File: src/hw/rtl/ternary_block_dot_product_unit_macros.svh
// Assertion macros shared by the RTL files of the ternary block dot product unit.
`ifndef TERNARY_BLOCK_DOT_PRODUCT_UNIT_MACROS_SVH
`define TERNARY_BLOCK_DOT_PRODUCT_UNIT_MACROS_SVH

// Property checked at every clock edge outside reset.
`define TBDP_ASSERT(lbl, clk, rst, prop, msg) \
   lbl: assert property (@(posedge clk) disable iff (rst) prop) else $error(msg);

// Condition in one cycle implies a condition in the next cycle.
`define TBDP_ASSERT_NEXT(lbl, clk, rst, pre, post, msg) \
   lbl: assert property (@(posedge clk) disable iff (rst) (pre) |=> (post)) else $error(msg);

`endif

File: src/hw/rtl/tbdp_pkg.sv
package tbdp_pkg;

   // Field widths
   localparam int WEIGHT_W    = 8;
   localparam int ACT_W       = 8;
   localparam int SCALE_W     = 16;
   localparam int ROW_VALUE_W = 48;
   localparam int ROW_INDEX_W = 16;

   // Block geometry: 256 weights, four per byte
   localparam int BYTES_PER_BLOCK = 64;
   localparam int POS_W           = 6;
   localparam int BLOCK_SUM_W     = 17;
   localparam int ACC_W           = 64;
   localparam int FIX_W           = 32;

   // Fixed point format of scales and results
   localparam int FRACTION_BITS = 24;

   // Configuration port
   localparam int CSR_INDEX_W = 1;
   localparam int CSR_DATA_W  = 32;
   localparam logic [CSR_INDEX_W-1:0] CSR_COMBINED_SCALE = 1'd0;
   localparam logic [CSR_INDEX_W-1:0] CSR_FIRST_ROW      = 1'd1;

   // Ternary codes, decoded as code minus one
   localparam logic [1:0] CODE_NEG1 = 2'd0;
   localparam logic [1:0] CODE_ZERO = 2'd1;
   localparam logic [1:0] CODE_POS1 = 2'd2;
   localparam logic [1:0] CODE_POS2 = 2'd3;

   // fp16 exponent value for infinity and NaN
   localparam logic [4:0] HALF_EXP_SPECIAL = 5'd31;

   typedef enum logic [3:0] {
      ST_IDLE,
      ST_BLK_MUL,
      ST_BLK_ADD,
      ST_ROW_ABS,
      ST_ROW_MUL_LO,
      ST_ROW_MUL_HI,
      ST_ROW_SUM,
      ST_ROW_RND,
      ST_ROW_EMIT
   } state_type;

   typedef enum logic [1:0] {
      MUL_BLK,
      MUL_LO,
      MUL_HI
   } mul_sel_type;

   typedef struct packed {
      logic        accept;
      logic        acc_add;
      logic        abs_load;
      logic        prod_init;
      logic        prod_add;
      logic        round_load;
      logic        emit_load;
      mul_sel_type mul_sel;
   } ctrl_cmd_type;

   typedef struct packed {
      logic blk_end;
   } ctrl_status_type;

endpackage

File: src/hw/rtl/tbdp_req_if.sv
interface tbdp_req_if;
   logic              valid;
   logic              ready;
   logic [7:0]        weight_byte;
   logic signed [7:0] act_0;
   logic signed [7:0] act_1;
   logic signed [7:0] act_2;
   logic signed [7:0] act_3;
   logic [15:0]       block_scale;
   logic              last_of_row;

   modport source (
      output valid, weight_byte, act_0, act_1, act_2, act_3, block_scale, last_of_row,
      input  ready
   );

   modport sink (
      input  valid, weight_byte, act_0, act_1, act_2, act_3, block_scale, last_of_row,
      output ready
   );
endinterface

File: src/hw/rtl/tbdp_rsp_if.sv
interface tbdp_rsp_if;
   logic               valid;
   logic               ready;
   logic signed [47:0] row_value;
   logic [15:0]        row_index;

   modport source (
      output valid, row_value, row_index,
      input  ready
   );

   modport sink (
      input  valid, row_value, row_index,
      output ready
   );
endinterface

File: src/hw/rtl/tbdp_ctrl.sv
module tbdp_ctrl (
   input  logic                       clock,
   input  logic                       reset,
   input  logic                       req_valid,
   input  logic                       req_last,
   output logic                       req_ready,
   input  logic                       rsp_ready,
   output logic                       rsp_valid,
   input  tbdp_pkg::ctrl_status_type  status,
   output tbdp_pkg::ctrl_cmd_type     cmd
);
   import tbdp_pkg::*;
   `include "ternary_block_dot_product_unit_macros.svh"

   state_type state_ff;
   state_type state_in;
   logic      last_ff;
   logic      last_in;
   logic      rsp_valid_ff;
   logic      rsp_valid_in;
   logic      accept;
   logic      out_free;

   assign accept    = req_valid && req_ready;
   assign out_free  = !rsp_valid_ff || rsp_ready;
   assign rsp_valid = rsp_valid_ff;

   // Next state
   always_comb begin
      state_in = state_ff;
      case (state_ff)
         ST_IDLE: begin
            if (accept && (req_last || status.blk_end)) state_in = ST_BLK_MUL;
         end
         ST_BLK_MUL:    state_in = ST_BLK_ADD;
         ST_BLK_ADD:    state_in = last_ff ? ST_ROW_ABS : ST_IDLE;
         ST_ROW_ABS:    state_in = ST_ROW_MUL_LO;
         ST_ROW_MUL_LO: state_in = ST_ROW_MUL_HI;
         ST_ROW_MUL_HI: state_in = ST_ROW_SUM;
         ST_ROW_SUM:    state_in = ST_ROW_RND;
         ST_ROW_RND:    state_in = ST_ROW_EMIT;
         ST_ROW_EMIT: begin
            if (out_free) state_in = ST_IDLE;
         end
         default:       state_in = ST_IDLE;
      endcase
   end

   // Outputs
   always_comb begin
      req_ready     = 1'b0;
      cmd           = '0;
      cmd.mul_sel   = MUL_BLK;
      case (state_ff)
         ST_IDLE: begin
            req_ready  = 1'b1;
            cmd.accept = accept;
         end
         ST_BLK_MUL:    cmd.mul_sel = MUL_BLK;
         ST_BLK_ADD:    cmd.acc_add = 1'b1;
         ST_ROW_ABS:    cmd.abs_load = 1'b1;
         ST_ROW_MUL_LO: cmd.mul_sel = MUL_LO;
         ST_ROW_MUL_HI: begin
            cmd.mul_sel   = MUL_HI;
            cmd.prod_init = 1'b1;
         end
         ST_ROW_SUM:    cmd.prod_add = 1'b1;
         ST_ROW_RND:    cmd.round_load = 1'b1;
         ST_ROW_EMIT:   cmd.emit_load = out_free;
         default:       cmd = '0;
      endcase
   end

   // Row end mark of the item in flight, output valid
   always_comb begin
      last_in      = accept ? req_last : last_ff;
      rsp_valid_in = rsp_valid_ff;
      if (cmd.emit_load) begin
         rsp_valid_in = 1'b1;
      end else if (rsp_ready) begin
         rsp_valid_in = 1'b0;
      end
   end

   always_ff @(posedge clock) begin
      if (reset) begin
         state_ff     <= ST_IDLE;
         last_ff      <= 1'b0;
         rsp_valid_ff <= 1'b0;
      end else begin
         state_ff     <= state_in;
         last_ff      <= last_in;
         rsp_valid_ff <= rsp_valid_in;
      end
   end

   `TBDP_ASSERT(a_no_overwrite, clock, reset, cmd.emit_load |-> (!rsp_valid_ff || rsp_ready), "result overwritten")
   `TBDP_ASSERT_NEXT(a_row_end_busy, clock, reset, accept && req_last, !req_ready, "item taken during row end")
   `TBDP_ASSERT_NEXT(a_mul_order, clock, reset, state_ff == ST_ROW_MUL_LO, state_ff == ST_ROW_MUL_HI, "partial products out of order")
   `TBDP_ASSERT(a_rsp_source, clock, reset, $rose(rsp_valid_ff) |-> $past(state_ff == ST_ROW_EMIT), "result without row end")

endmodule

File: src/hw/rtl/tbdp_datapath.sv
module tbdp_datapath (
   input  logic                                   clock,
   input  logic                                   reset,
   input  tbdp_pkg::ctrl_cmd_type                 cmd,
   output tbdp_pkg::ctrl_status_type              status,
   input  logic [tbdp_pkg::WEIGHT_W-1:0]          weight_byte,
   input  logic signed [tbdp_pkg::ACT_W-1:0]      act_0,
   input  logic signed [tbdp_pkg::ACT_W-1:0]      act_1,
   input  logic signed [tbdp_pkg::ACT_W-1:0]      act_2,
   input  logic signed [tbdp_pkg::ACT_W-1:0]      act_3,
   input  logic [tbdp_pkg::SCALE_W-1:0]           block_scale,
   input  logic                                   last_of_row,
   input  logic                                   csr_we,
   input  logic [tbdp_pkg::CSR_INDEX_W-1:0]       csr_index,
   input  logic [tbdp_pkg::CSR_DATA_W-1:0]        csr_wdata,
   output logic signed [tbdp_pkg::ROW_VALUE_W-1:0] row_value,
   output logic [tbdp_pkg::ROW_INDEX_W-1:0]       row_index
);
   import tbdp_pkg::*;

   localparam int LSH = (FRACTION_BITS >= 24) ? FRACTION_BITS - 24 : 0;
   localparam int RSH = (FRACTION_BITS < 24) ? 24 - FRACTION_BITS : 0;
   localparam logic [47:0] HALF_RND = (RSH > 0) ? (48'd1 << (RSH - 1)) : 48'd0;
   localparam logic [96:0] ROW_RND  = 97'd1 << (FRACTION_BITS - 1);
   localparam logic [96:0] LIM_POS  = (97'd1 << (ROW_VALUE_W - 1)) - 97'd1;
   localparam logic [96:0] LIM_NEG  = 97'd1 << (ROW_VALUE_W - 1);
   localparam logic [47:0] FIX_MAX  = 48'h0000_7FFF_FFFF;
   localparam logic [47:0] FIX_MIN  = 48'h0000_8000_0000;

   // Architectural state
   logic [POS_W-1:0]              pos_ff, pos_in;
   logic signed [BLOCK_SUM_W-1:0] block_sum_ff, block_sum_in;
   logic signed [ACC_W-1:0]       acc_ff, acc_in;
   logic [ROW_INDEX_W-1:0]        row_cnt_ff, row_cnt_in;
   logic signed [FIX_W-1:0]       cscale_ff, cscale_in;

   // Working registers
   logic signed [FIX_W-1:0]       scale_fix_ff;
   logic signed [63:0]            mul_ff;
   logic [ACC_W-1:0]              mag_a_ff;
   logic [FIX_W-1:0]              mag_c_ff;
   logic                          neg_ff;
   logic [95:0]                   prod_ff;
   logic [ROW_VALUE_W-1:0]        mag_ff;
   logic signed [ROW_VALUE_W-1:0] row_value_ff;
   logic [ROW_INDEX_W-1:0]        row_index_ff;

   logic signed [ACT_W-1:0]       acts [4];
   logic signed [9:0]             terms [4];
   logic signed [10:0]            byte_sum;
   logic signed [FIX_W-1:0]       scale_fix_in;
   logic signed [32:0]            op_a, op_b;
   logic signed [65:0]            mul_full;
   logic signed [ACC_W:0]         acc_sum;
   logic signed [ACC_W-1:0]       acc_sat;
   logic [96:0]                   rnd_sum, rnd_shift, lim;
   logic [ROW_VALUE_W-1:0]        mag_in;

   // fp16 conversion signals
   logic                          h_neg;
   logic [4:0]                    h_exp;
   logic [10:0]                   h_man;
   logic [4:0]                    h_sh;
   logic [39:0]                   h_t;
   logic [47:0]                   h_mag;

   assign acts[0] = act_0;
   assign acts[1] = act_1;
   assign acts[2] = act_2;
   assign acts[3] = act_3;

   assign status.blk_end = (pos_ff == POS_W'(BYTES_PER_BLOCK - 1));
   assign row_value      = row_value_ff;
   assign row_index      = row_index_ff;

   // Ternary products of one byte
   always_comb begin
      for (int k = 0; k < 4; k++) begin
         case (weight_byte[2*k +: 2])
            CODE_NEG1: terms[k] = -10'(acts[k]);
            CODE_ZERO: terms[k] = '0;
            CODE_POS1: terms[k] = 10'(acts[k]);
            CODE_POS2: terms[k] = 10'(acts[k]) <<< 1;
            default:   terms[k] = '0;
         endcase
      end
      byte_sum = 11'(terms[0]) + 11'(terms[1]) + 11'(terms[2]) + 11'(terms[3]);
   end

   // fp16 scale to signed Q format, rounded half away, saturated, NaN to zero
   always_comb begin
      h_neg = block_scale[15];
      h_exp = block_scale[14:10];
      h_man = (h_exp == 5'd0) ? {1'b0, block_scale[9:0]} : {1'b1, block_scale[9:0]};
      h_sh  = (h_exp == 5'd0) ? 5'd0 : h_exp - 5'd1;
      h_t   = 40'(h_man) << h_sh;
      h_mag = ((48'(h_t) + HALF_RND) >> RSH) << LSH;
      if (h_exp == HALF_EXP_SPECIAL) begin
         if (block_scale[9:0] != 10'd0) begin
            scale_fix_in = '0;
         end else begin
            scale_fix_in = h_neg ? FIX_MIN[FIX_W-1:0] : FIX_MAX[FIX_W-1:0];
         end
      end else if (h_neg) begin
         scale_fix_in = (h_mag > FIX_MIN) ? FIX_MIN[FIX_W-1:0] : -h_mag[FIX_W-1:0];
      end else begin
         scale_fix_in = (h_mag > FIX_MAX) ? FIX_MAX[FIX_W-1:0] : h_mag[FIX_W-1:0];
      end
   end

   // Shared multiplier operands
   always_comb begin
      case (cmd.mul_sel)
         MUL_LO: begin
            op_a = {1'b0, mag_a_ff[31:0]};
            op_b = {1'b0, mag_c_ff};
         end
         MUL_HI: begin
            op_a = {1'b0, mag_a_ff[63:32]};
            op_b = {1'b0, mag_c_ff};
         end
         default: begin
            op_a = 33'(block_sum_ff);
            op_b = 33'(scale_fix_ff);
         end
      endcase
      mul_full = op_a * op_b;
   end

   // Saturating accumulator add
   always_comb begin
      acc_sum = 65'(acc_ff) + 65'(mul_ff);
      if (acc_sum[ACC_W] != acc_sum[ACC_W-1]) begin
         acc_sat = acc_sum[ACC_W] ? {1'b1, {(ACC_W-1){1'b0}}} : {1'b0, {(ACC_W-1){1'b1}}};
      end else begin
         acc_sat = acc_sum[ACC_W-1:0];
      end
   end

   // Row result rounding and saturation
   always_comb begin
      rnd_sum   = {1'b0, prod_ff} + ROW_RND;
      rnd_shift = rnd_sum >> FRACTION_BITS;
      lim       = neg_ff ? LIM_NEG : LIM_POS;
      mag_in    = (rnd_shift > lim) ? lim[ROW_VALUE_W-1:0] : rnd_shift[ROW_VALUE_W-1:0];
   end

   // Next values of the architectural state
   always_comb begin
      pos_in       = pos_ff;
      block_sum_in = block_sum_ff;
      acc_in       = acc_ff;
      row_cnt_in   = row_cnt_ff;
      cscale_in    = cscale_ff;
      if (cmd.accept) begin
         block_sum_in = block_sum_ff + 17'(byte_sum);
         pos_in       = last_of_row ? '0 : pos_ff + POS_W'(1);
      end
      if (cmd.acc_add) begin
         acc_in       = acc_sat;
         block_sum_in = '0;
      end
      if (cmd.abs_load) begin
         acc_in = '0;
      end
      if (cmd.emit_load) begin
         row_cnt_in = row_cnt_ff + ROW_INDEX_W'(1);
      end
      if (csr_we) begin
         case (csr_index)
            CSR_COMBINED_SCALE: cscale_in  = csr_wdata[FIX_W-1:0];
            CSR_FIRST_ROW:      row_cnt_in = csr_wdata[ROW_INDEX_W-1:0];
            default:            cscale_in  = cscale_ff;
         endcase
      end
   end

   always_ff @(posedge clock) begin
      if (reset) begin
         pos_ff       <= '0;
         block_sum_ff <= '0;
         acc_ff       <= '0;
         row_cnt_ff   <= '0;
         cscale_ff    <= 32'sd1 <<< FRACTION_BITS;
      end else begin
         pos_ff       <= pos_in;
         block_sum_ff <= block_sum_in;
         acc_ff       <= acc_in;
         row_cnt_ff   <= row_cnt_in;
         cscale_ff    <= cscale_in;
      end
   end

   // Working registers, no reset
   always_ff @(posedge clock) begin
      mul_ff <= mul_full[63:0];
      if (cmd.accept) begin
         scale_fix_ff <= scale_fix_in;
      end
      if (cmd.abs_load) begin
         mag_a_ff <= acc_ff[ACC_W-1] ? -acc_ff : acc_ff;
         mag_c_ff <= cscale_ff[FIX_W-1] ? -cscale_ff : cscale_ff;
         neg_ff   <= acc_ff[ACC_W-1] ^ cscale_ff[FIX_W-1];
      end
      if (cmd.prod_init) begin
         prod_ff <= {32'd0, mul_ff};
      end else if (cmd.prod_add) begin
         prod_ff <= prod_ff + {mul_ff, 32'd0};
      end
      if (cmd.round_load) begin
         mag_ff <= mag_in;
      end
      if (cmd.emit_load) begin
         row_value_ff <= neg_ff ? -mag_ff : mag_ff;
         row_index_ff <= row_cnt_ff;
      end
   end

endmodule

File: src/hw/rtl/ternary_block_dot_product_unit.sv
// Channel   Dir  Handshake     Payload
// req_bus   in   valid/ready   weight_byte, act_0..act_3, block_scale, last_of_row
// rsp_bus   out  valid/ready   row_value, row_index
// csr_*     in   csr_we        csr_index, csr_wdata (write only)
//
// An item inside a block is summed as it is taken; one that closes a block also
// runs block multiply and add. A row end then runs the 64x32 row scaling as two
// passes through the single shared 33x33 multiplier, then add, round and emit.
// Reset is synchronous; it clears block and row state and sets the combined scale to 1.0.
// The result register holds until taken; a row end waits in its emit step
// while it is full, and no item is accepted until that step completes.
module ternary_block_dot_product_unit (
   input  logic                                clock,
   input  logic                                reset,
   tbdp_req_if.sink                            req_bus,
   tbdp_rsp_if.source                          rsp_bus,
   input  logic                                csr_we,
   input  logic [tbdp_pkg::CSR_INDEX_W-1:0]    csr_index,
   input  logic [tbdp_pkg::CSR_DATA_W-1:0]     csr_wdata
);
   import tbdp_pkg::*;

   ctrl_cmd_type    cmd;
   ctrl_status_type status;

   // Sequencer
   tbdp_ctrl u_ctrl (
      .clock     (clock),
      .reset     (reset),
      .req_valid (req_bus.valid),
      .req_last  (req_bus.last_of_row),
      .req_ready (req_bus.ready),
      .rsp_ready (rsp_bus.ready),
      .rsp_valid (rsp_bus.valid),
      .status    (status),
      .cmd       (cmd)
   );

   // Arithmetic and state
   tbdp_datapath u_datapath (
      .clock       (clock),
      .reset       (reset),
      .cmd         (cmd),
      .status      (status),
      .weight_byte (req_bus.weight_byte),
      .act_0       (req_bus.act_0),
      .act_1       (req_bus.act_1),
      .act_2       (req_bus.act_2),
      .act_3       (req_bus.act_3),
      .block_scale (req_bus.block_scale),
      .last_of_row (req_bus.last_of_row),
      .csr_we      (csr_we),
      .csr_index   (csr_index),
      .csr_wdata   (csr_wdata),
      .row_value   (rsp_bus.row_value),
      .row_index   (rsp_bus.row_index)
   );

endmodule
File: src/flat_wrapper.sv
// flat-port wrapper written by rule: the top's interface ports become plain ports
module ternary_block_dot_product_unit_flat import tbdp_pkg::*;
  (clock, reset, csr_we, csr_index, csr_wdata, req_bus_valid, req_bus_weight_byte, req_bus_act_0, req_bus_act_1, req_bus_act_2, req_bus_act_3, req_bus_block_scale, req_bus_last_of_row, req_bus_ready, rsp_bus_valid, rsp_bus_row_value, rsp_bus_row_index, rsp_bus_ready);
  tbdp_req_if req_bus_i ();
  tbdp_rsp_if rsp_bus_i ();
  input  logic clock;
  input  logic reset;
  input  logic csr_we;
  input  logic [tbdp_pkg::CSR_INDEX_W-1:0] csr_index;
  input  logic [tbdp_pkg::CSR_DATA_W-1:0] csr_wdata;
  input wire logic [$bits(req_bus_i.valid)-1:0] req_bus_valid;
  input wire logic [$bits(req_bus_i.weight_byte)-1:0] req_bus_weight_byte;
  input wire logic [$bits(req_bus_i.act_0)-1:0] req_bus_act_0;
  input wire logic [$bits(req_bus_i.act_1)-1:0] req_bus_act_1;
  input wire logic [$bits(req_bus_i.act_2)-1:0] req_bus_act_2;
  input wire logic [$bits(req_bus_i.act_3)-1:0] req_bus_act_3;
  input wire logic [$bits(req_bus_i.block_scale)-1:0] req_bus_block_scale;
  input wire logic [$bits(req_bus_i.last_of_row)-1:0] req_bus_last_of_row;
  output wire logic [$bits(req_bus_i.ready)-1:0] req_bus_ready;
  output wire logic [$bits(rsp_bus_i.valid)-1:0] rsp_bus_valid;
  output wire logic [$bits(rsp_bus_i.row_value)-1:0] rsp_bus_row_value;
  output wire logic [$bits(rsp_bus_i.row_index)-1:0] rsp_bus_row_index;
  input wire logic [$bits(rsp_bus_i.ready)-1:0] rsp_bus_ready;
  assign req_bus_i.valid = req_bus_valid;
  assign req_bus_i.weight_byte = req_bus_weight_byte;
  assign req_bus_i.act_0 = req_bus_act_0;
  assign req_bus_i.act_1 = req_bus_act_1;
  assign req_bus_i.act_2 = req_bus_act_2;
  assign req_bus_i.act_3 = req_bus_act_3;
  assign req_bus_i.block_scale = req_bus_block_scale;
  assign req_bus_i.last_of_row = req_bus_last_of_row;
  assign req_bus_ready = req_bus_i.ready;
  assign rsp_bus_valid = rsp_bus_i.valid;
  assign rsp_bus_row_value = rsp_bus_i.row_value;
  assign rsp_bus_row_index = rsp_bus_i.row_index;
  assign rsp_bus_i.ready = rsp_bus_ready;
  ternary_block_dot_product_unit u_core (.clock(clock), .reset(reset), .req_bus(req_bus_i), .rsp_bus(rsp_bus_i), .csr_we(csr_we), .csr_index(csr_index), .csr_wdata(csr_wdata));
endmodule
File: config.mk
export PLATFORM = sky130hd
export DESIGN_NAME = ternary_block_dot_product_unit_flat
export DESIGN_NICKNAME = d
export VERILOG_FILES = /design/src/hw/rtl/tbdp_pkg.sv /design/src/hw/rtl/tbdp_req_if.sv /design/src/hw/rtl/tbdp_rsp_if.sv /design/src/hw/rtl/tbdp_ctrl.sv /design/src/hw/rtl/tbdp_datapath.sv /design/src/hw/rtl/ternary_block_dot_product_unit.sv /design/src/flat_wrapper.sv
export VERILOG_INCLUDE_DIRS = /design/src /design/src/hw/rtl
export SDC_FILE = /design/constraint.sdc
export NUM_CORES = 2
export LEC_CHECK = 0
export ABC_CLOCK_PERIOD_IN_PS = 14000
export BUFFER_PORTS_ARGS = -buffer_cell sky130_fd_sc_hd__buf_2
export CAP_MARGIN = 30
export CORE_ASPECT_RATIO = 0.9
export CORE_MARGIN = 10
export CORE_UTILIZATION = 23
export DETAILED_ROUTE_END_ITERATION = 10
export REMOVE_ABC_BUFFERS = 1
export SETUP_SLACK_MARGIN = 0.5
export SYNTH_ARGS = -nofsm -noshare
export SYNTH_HDL_FRONTEND = slang
export SYNTH_HIERARCHICAL = 1
export SYNTH_SLANG_ARGS = --single-unit
File: constraint.sdc
create_clock -name clock -period 14 [get_ports clock]
set_clock_uncertainty 0.05 [all_clocks]
set_input_delay 3.5 -clock clock [delete_from_list [all_inputs] [get_ports clock]]
set_output_delay 3.5 -clock clock [all_outputs]
set_load 0.005 [all_outputs]
# Yosys cells after proc, flatten, opt, wreduce, memory -nomap -nowiden
# Index checks and enable logic that the tools add are counted.
dict set report op_classes {
  add_sub_neg 18
  n_mul 1
  magnitude_cmp 3
  eq_ne 27
  shifts 1
  n_mux 42
  bitwise 2
  n_reduce_logical 19
}
# operator count
set op_table {}
lappend op_table {{$mux 64} 4}
lappend op_table {{$mux 32} 6}
lappend op_table {{$pmux 10 s4} 4}
lappend op_table {{$mux 48} 3}
lappend op_table {{$add 96x24->97 const B} 1}
lappend op_table {{$add 96x96->96} 1}
lappend op_table {{$gt 73x48->1} 1}
lappend op_table {{$pmux 33 s2} 1}
lappend op_table {{$add 64x64->65} 1}
lappend op_table {{$mul 33x33->64} 1}
lappend op_table {{$neg 32->32} 2}
lappend op_table {{$neg 64->64} 1}
lappend op_table {{$mux 63} 1}
lappend op_table {{$mux 16} 3}
lappend op_table {{$neg 48->48} 1}
lappend op_table {{$gt 40x31->1 const B} 1}
lappend op_table {{$gt 40x32->1 const B} 1}
lappend op_table {{$neg 8->10} 4}
lappend op_table {{$shl 11x5->40} 1}
lappend op_table {{$pmux 4 s9} 1}
lappend op_table {{$mux 33} 1}
lappend op_table {{$mux 31} 1}
lappend op_table {{$add 11x10->11} 2}
lappend op_table {{$eq 2x2->1 const B} 9}
lappend op_table {{33 further kinds} 61}
dict set report word_totals {
  regBits 542
  in_bits 95
  out_inout_bits 66
  word_cells 133
}

# Logic depth before layout (Yosys ltp)
dict set report logic_depth {
  word_depth 7
  depth_mapped 41
  mapped_depth_nobuf 35
}

# Modules after synthesis
# Netlist, hierarchy kept.
# module n_inst cells_per_inst area_each_um2 seq_area_each_um2
set modules_own_cells {}
lappend modules_own_cells {tbdp_datapath 1 8049 72010.3 13092.6}
lappend modules_own_cells {tbdp_ctrl 1 42 372.9 120.1}

# Least setup slack after synthesis
# No wires, ideal clock.
dict set report synth_path {
  path_type {reg-to-reg}
  startpoint {register u_core.u_ctrl.state_ff[3]}
  endpoint {register u_core.u_datapath.mul_ff[60]}
  setup_ns 0.072
  arrival_ns 9.524
  required_ns 13.878
  setup_slack_ns 4.354
  stages_incl_launch_ff 36
  path_buffers 5
  period_less_slack_ns 9.646
  cell_sequence {dfxtp_1 buf_2 nand2b_1 nor3_1 inv_1 ha_1 clkbuf_1 buf_1 mux2i_1 clkbuf_1 nor2_1 fa_1 fa_1 fa_1 inv_1 fa_1 fa_1 fa_1 inv_1 fa_1 inv_1 fa_1 inv_1 ha_1 clkbuf_1 and3_1 and4_1 nand3_1 o21ai_0 nor2_1 o21ai_0 a21oi_1 o31ai_1 a21oi_1 o31ai_1 xnor2_1}
}
# item line_no
set synth_rtl {}
lappend synth_rtl {{from (decl)} tbdp_ctrl.sv:15} ;# state_type state_ff;
lappend synth_rtl {{from (signal assigned)} tbdp_ctrl.sv:91} ;# state_ff <= state_in;
lappend synth_rtl {{to (signal assigned)} tbdp_datapath.sv:196} ;# mul_ff <= mul_full[63:0];
lappend synth_rtl {{to (decl)} tbdp_datapath.sv:39} ;# logic signed [63:0] mul_ff;

==> results by group <==
Timing
  • Crit share post-route: 0.869
  • Final setup vio count: 0
  • Setup TNS: 0 ns
  • Unrepaired setup endpoints after global routing: no
  • Slew @ Worst Pin: 1.11 ns
  • Post-layout min period: 12.17 ns
  • Max_slew headroom: 0.260
  • FMAX: 0.0822 GHz
  • Slew Limit Fails: 0
  • Final Hold Fails: 0

Detailed routing
  • Final wirelength: 233000 um
  • Detailed-route wire length per cell: 19.1 um
  • Via/cell ratio: 4.73
  • Antenna Nets Post-Route: 0
  • First-pass iteration count of the detailed router: 9
  • DRC Markers: 0
  • Detailed-route via count: 57854
  • First DRT Iteration DRCs: 5327

Hold path
  • Hold path start: u_core/u_datapath/cscale_ff[31]
  • Worst min path class: register to register

Synthesis
  • Sequential cell area fraction in the yosys report: 0.183
  • Syn Inst Count: 8091
  • Main synth FF type: edfxtp_1
  • Number of synthesized flops with an enable pin: 282
  • Post-synth cell types: 97
  • Yosys top cell area share: 0.318
  • Yosys top cell by area: fa_1
  • Mean post-synth cell area: 8.95 um^2
  • Synthesized cell area: 72400 um^2
  • Asr flop ratio synth: 0
  • Synth warn: 6
  • Synth top area cells: fa_1, edfxtp_1, ha_1, dfxtp_1, inv_1
  • FF+latch count, synth: 519

Die
  • Die extent in x: 611 um
  • Core Rows: 195
  • Core area: 314000 um^2
  • I/O Pins: 161
  • Full die area: 338000 um^2
  • Starting Density: 0.231
  • Die height: 552 um

Global routing
  • First-pass GRT wire length: 359000 um
  • Initial antenna violation count: 25
  • GR peak layer: met2
  • Met2 GRT Util: 0.204
  • Met3 GRT Util: 0.0348
  • GR Util met1: 0.189
  • GRT Overall Usage: 0.136
  • GRT overflow: 0
  • Largest net degree at the start of global routing: 95
  • Vias in the first global route: 57988

Layout
  • Area growth syn-to-layout: 10.8%
  • Util after Layout: 0.256
  • Layout fillers: 33650
  • Design Area, Final: 80200 um^2
  • Layout cell share with drive strength beyond 1: 0.0669
  • Layout Nets: 9719
  • Layout Cells excl Fill: 12240

Place
  • Gpl congestion: 0.947
  • # port buffers: 160
  • Placed Cells: 12122
  • DP HPWL: 190000 um
  • Placed Area: 78000 um^2

Setup path
  • Family with the most delay on the worst path: adder cells
  • CP startpoint: u_core/u_ctrl/state_ff[2]
  • Crit-path slowest cell: nor2b_1
  • CP arrival: 12.68 ns
  • Crit Path Category: register to register
  • Critical Path Most Common Cell: fa_1
  • CP required: 14.52 ns
  • Worst Setup Start Kind: register
  • Largest stage delay, worst path: 0.84 ns
  • Crit Path Max Fanout: 55
  • Worst path bufs/invs: 6
  • CP endpoint kind: register
  • RR Startpoint: u_core/u_ctrl/state_ff[2]

Clock tree
  • Post-CTS Hold Fix Bufs: 0
  • Worst-skew pair later-pin latency: 0.72 ns
  • Clock tree root buffer cell: clkbuf_16
  • Clock sink count: 519
  • PostCTS Resize Cnt: 0
  • TritonCTS Buffers: 59
  • Postcts setup bufs: 0
  • Clock-pin slew on the worst setup and hold paths: 0.06 ns
  • Clock Tree Buf Depth: 3
  • H-Tree Level Count: 2
  • CTS tree: yes

Flow run
  • Max-Cap Viols: 0

Status
  • Status: complete, no violations
final cells by class:
type	instances	area [um^2]	share of cell area
Antenna cell	4	10.0	0.000125
Clock buffer	65	1520	0.0190
Clock inverter	47	592	0.00738
Inverter	1236	4640	0.0579
Multi-Input combinational cell	5961	53300	0.664
Sequential cell	519	13200	0.165
Tap cell	4137	5180	0.0645
Timing Repair Buffer	271	1760	0.0219
registers in the layout (all words and copies together) (netlist names):
register	flops
u_core/u_datapath/block_sum_ff	17
u_core/u_datapath/mag_c_ff	32
u_core/u_datapath/acc_ff	64
u_core/u_ctrl/state_ff	4
u_core/u_datapath/mul_ff	64
u_core/u_ctrl/rsp_valid	1
u_core/u_datapath/row_value	48
u_core/u_datapath/scale_fix_ff	32
u_core/u_datapath/pos_ff	6
u_core/u_datapath/neg_ff	1
u_core/u_datapath/row_cnt_ff	16
u_core/u_datapath/cscale_ff	32
u_core/u_datapath/mag_a_ff	64
u_core/u_datapath/row_index	16
u_core/u_datapath/mag_ff	48
u_core/u_datapath/prod_ff	73
u_core/u_ctrl/last_ff	1
Yosys cell counts, types with 62 or more instances:
master / instances
edfxtp_1: 282
nor3_1: 87
mux2i_1: 76
ha_1: 428
inv_1: 1234
fa_1: 1148
nand4_1: 68
xnor2_1: 325
clkbuf_1: 337
nor2b_1: 62
xor2_1: 115
dfxtp_1: 237
a21o_1: 138
a21oi_1: 361
nand2_1: 983
o21ai_0: 386
mux2_2: 79
nand3_1: 116
nor2_1: 787
worst paths after layout:
kind / depth (start not counted) / to / slack (ns)
worst max-delay path: 32 / u_core/u_datapath/mul_ff[60] / 1.83
worst min-delay path: 2 / u_core/u_datapath/cscale_ff[31] / 0.41
worst max register to register: 32 / u_core/u_datapath/mul_ff[60] / 1.83
worst min register to register: 2 / u_core/u_datapath/cscale_ff[31] / 0.41
worst register-to-register path: cells and delay by family, from the launching register on:
family,cells,cell delay [ns]
AOI/OAI and AO/OA,7,2.68
buffers and inverters,6,0.94
adders and majority gates,10,5.21
xor gates and xnor gates,1,0.16
DFF,1,0.55
and+or+nand+nor,8,2.52
kinds of logic (layout without fill, tap and decap cells):
logic type,after synthesis,in the layout,share of synthesized area
AOI/OAI and AO/OA,1352,1352,0.116
xor gates and xnor gates,440,440,0.0532
adders and majority gates,1576,1576,0.391
buffers and inverters,1611,1619,0.0840
DFF,519,519,0.183
muxes,156,156,0.0231
other,0,4,0
and+or+nand+nor,2437,2437,0.149
layout by cell type, fill, tap and decap left out, drive strengths merged, types with 65 or more instances in the layout:
| cell | instances |
|---|---|
| a21o | 138 |
| a21oi | 361 |
| buf | 271 |
| clkbuf | 65 |
| dfxtp | 237 |
| edfxtp | 282 |
| fa | 1148 |
| ha | 428 |
| inv | 1239 |
| mux2 | 79 |
| mux2i | 76 |
| nand2 | 984 |
| nand3 | 116 |
| nand4 | 68 |
| nor2 | 787 |
| nor3 | 87 |
| o21ai | 406 |
| or3 | 65 |
| xnor2 | 325 |
| xor2 | 115 |
through the flow:
| stage | setup slack (ns) | hold slack (ns) |
|---|---|---|
| 5_1_grt | 1.09 | 0.454 |
| 2_1_floorplan | -1.14 | 0.367 |
| 3_5_place_dp | 1.98 | 0.400 |
| 3_3_place_gp | 2.11 | 0.395 |
| 4_1_cts | 1.93 | 0.409 |
| 6_report | 1.83 | 0.410 |
layer usage:
metal	vias to the layer above	routed length (um)
li1	26150	-
met1	28788	102000
met2	2461	99600
met3	441	22900
met4	14	8680
met5	-	218
Power is not shown: default switching activity piles up to over one toggle a cycle in this logic, so the estimate is an artifact.
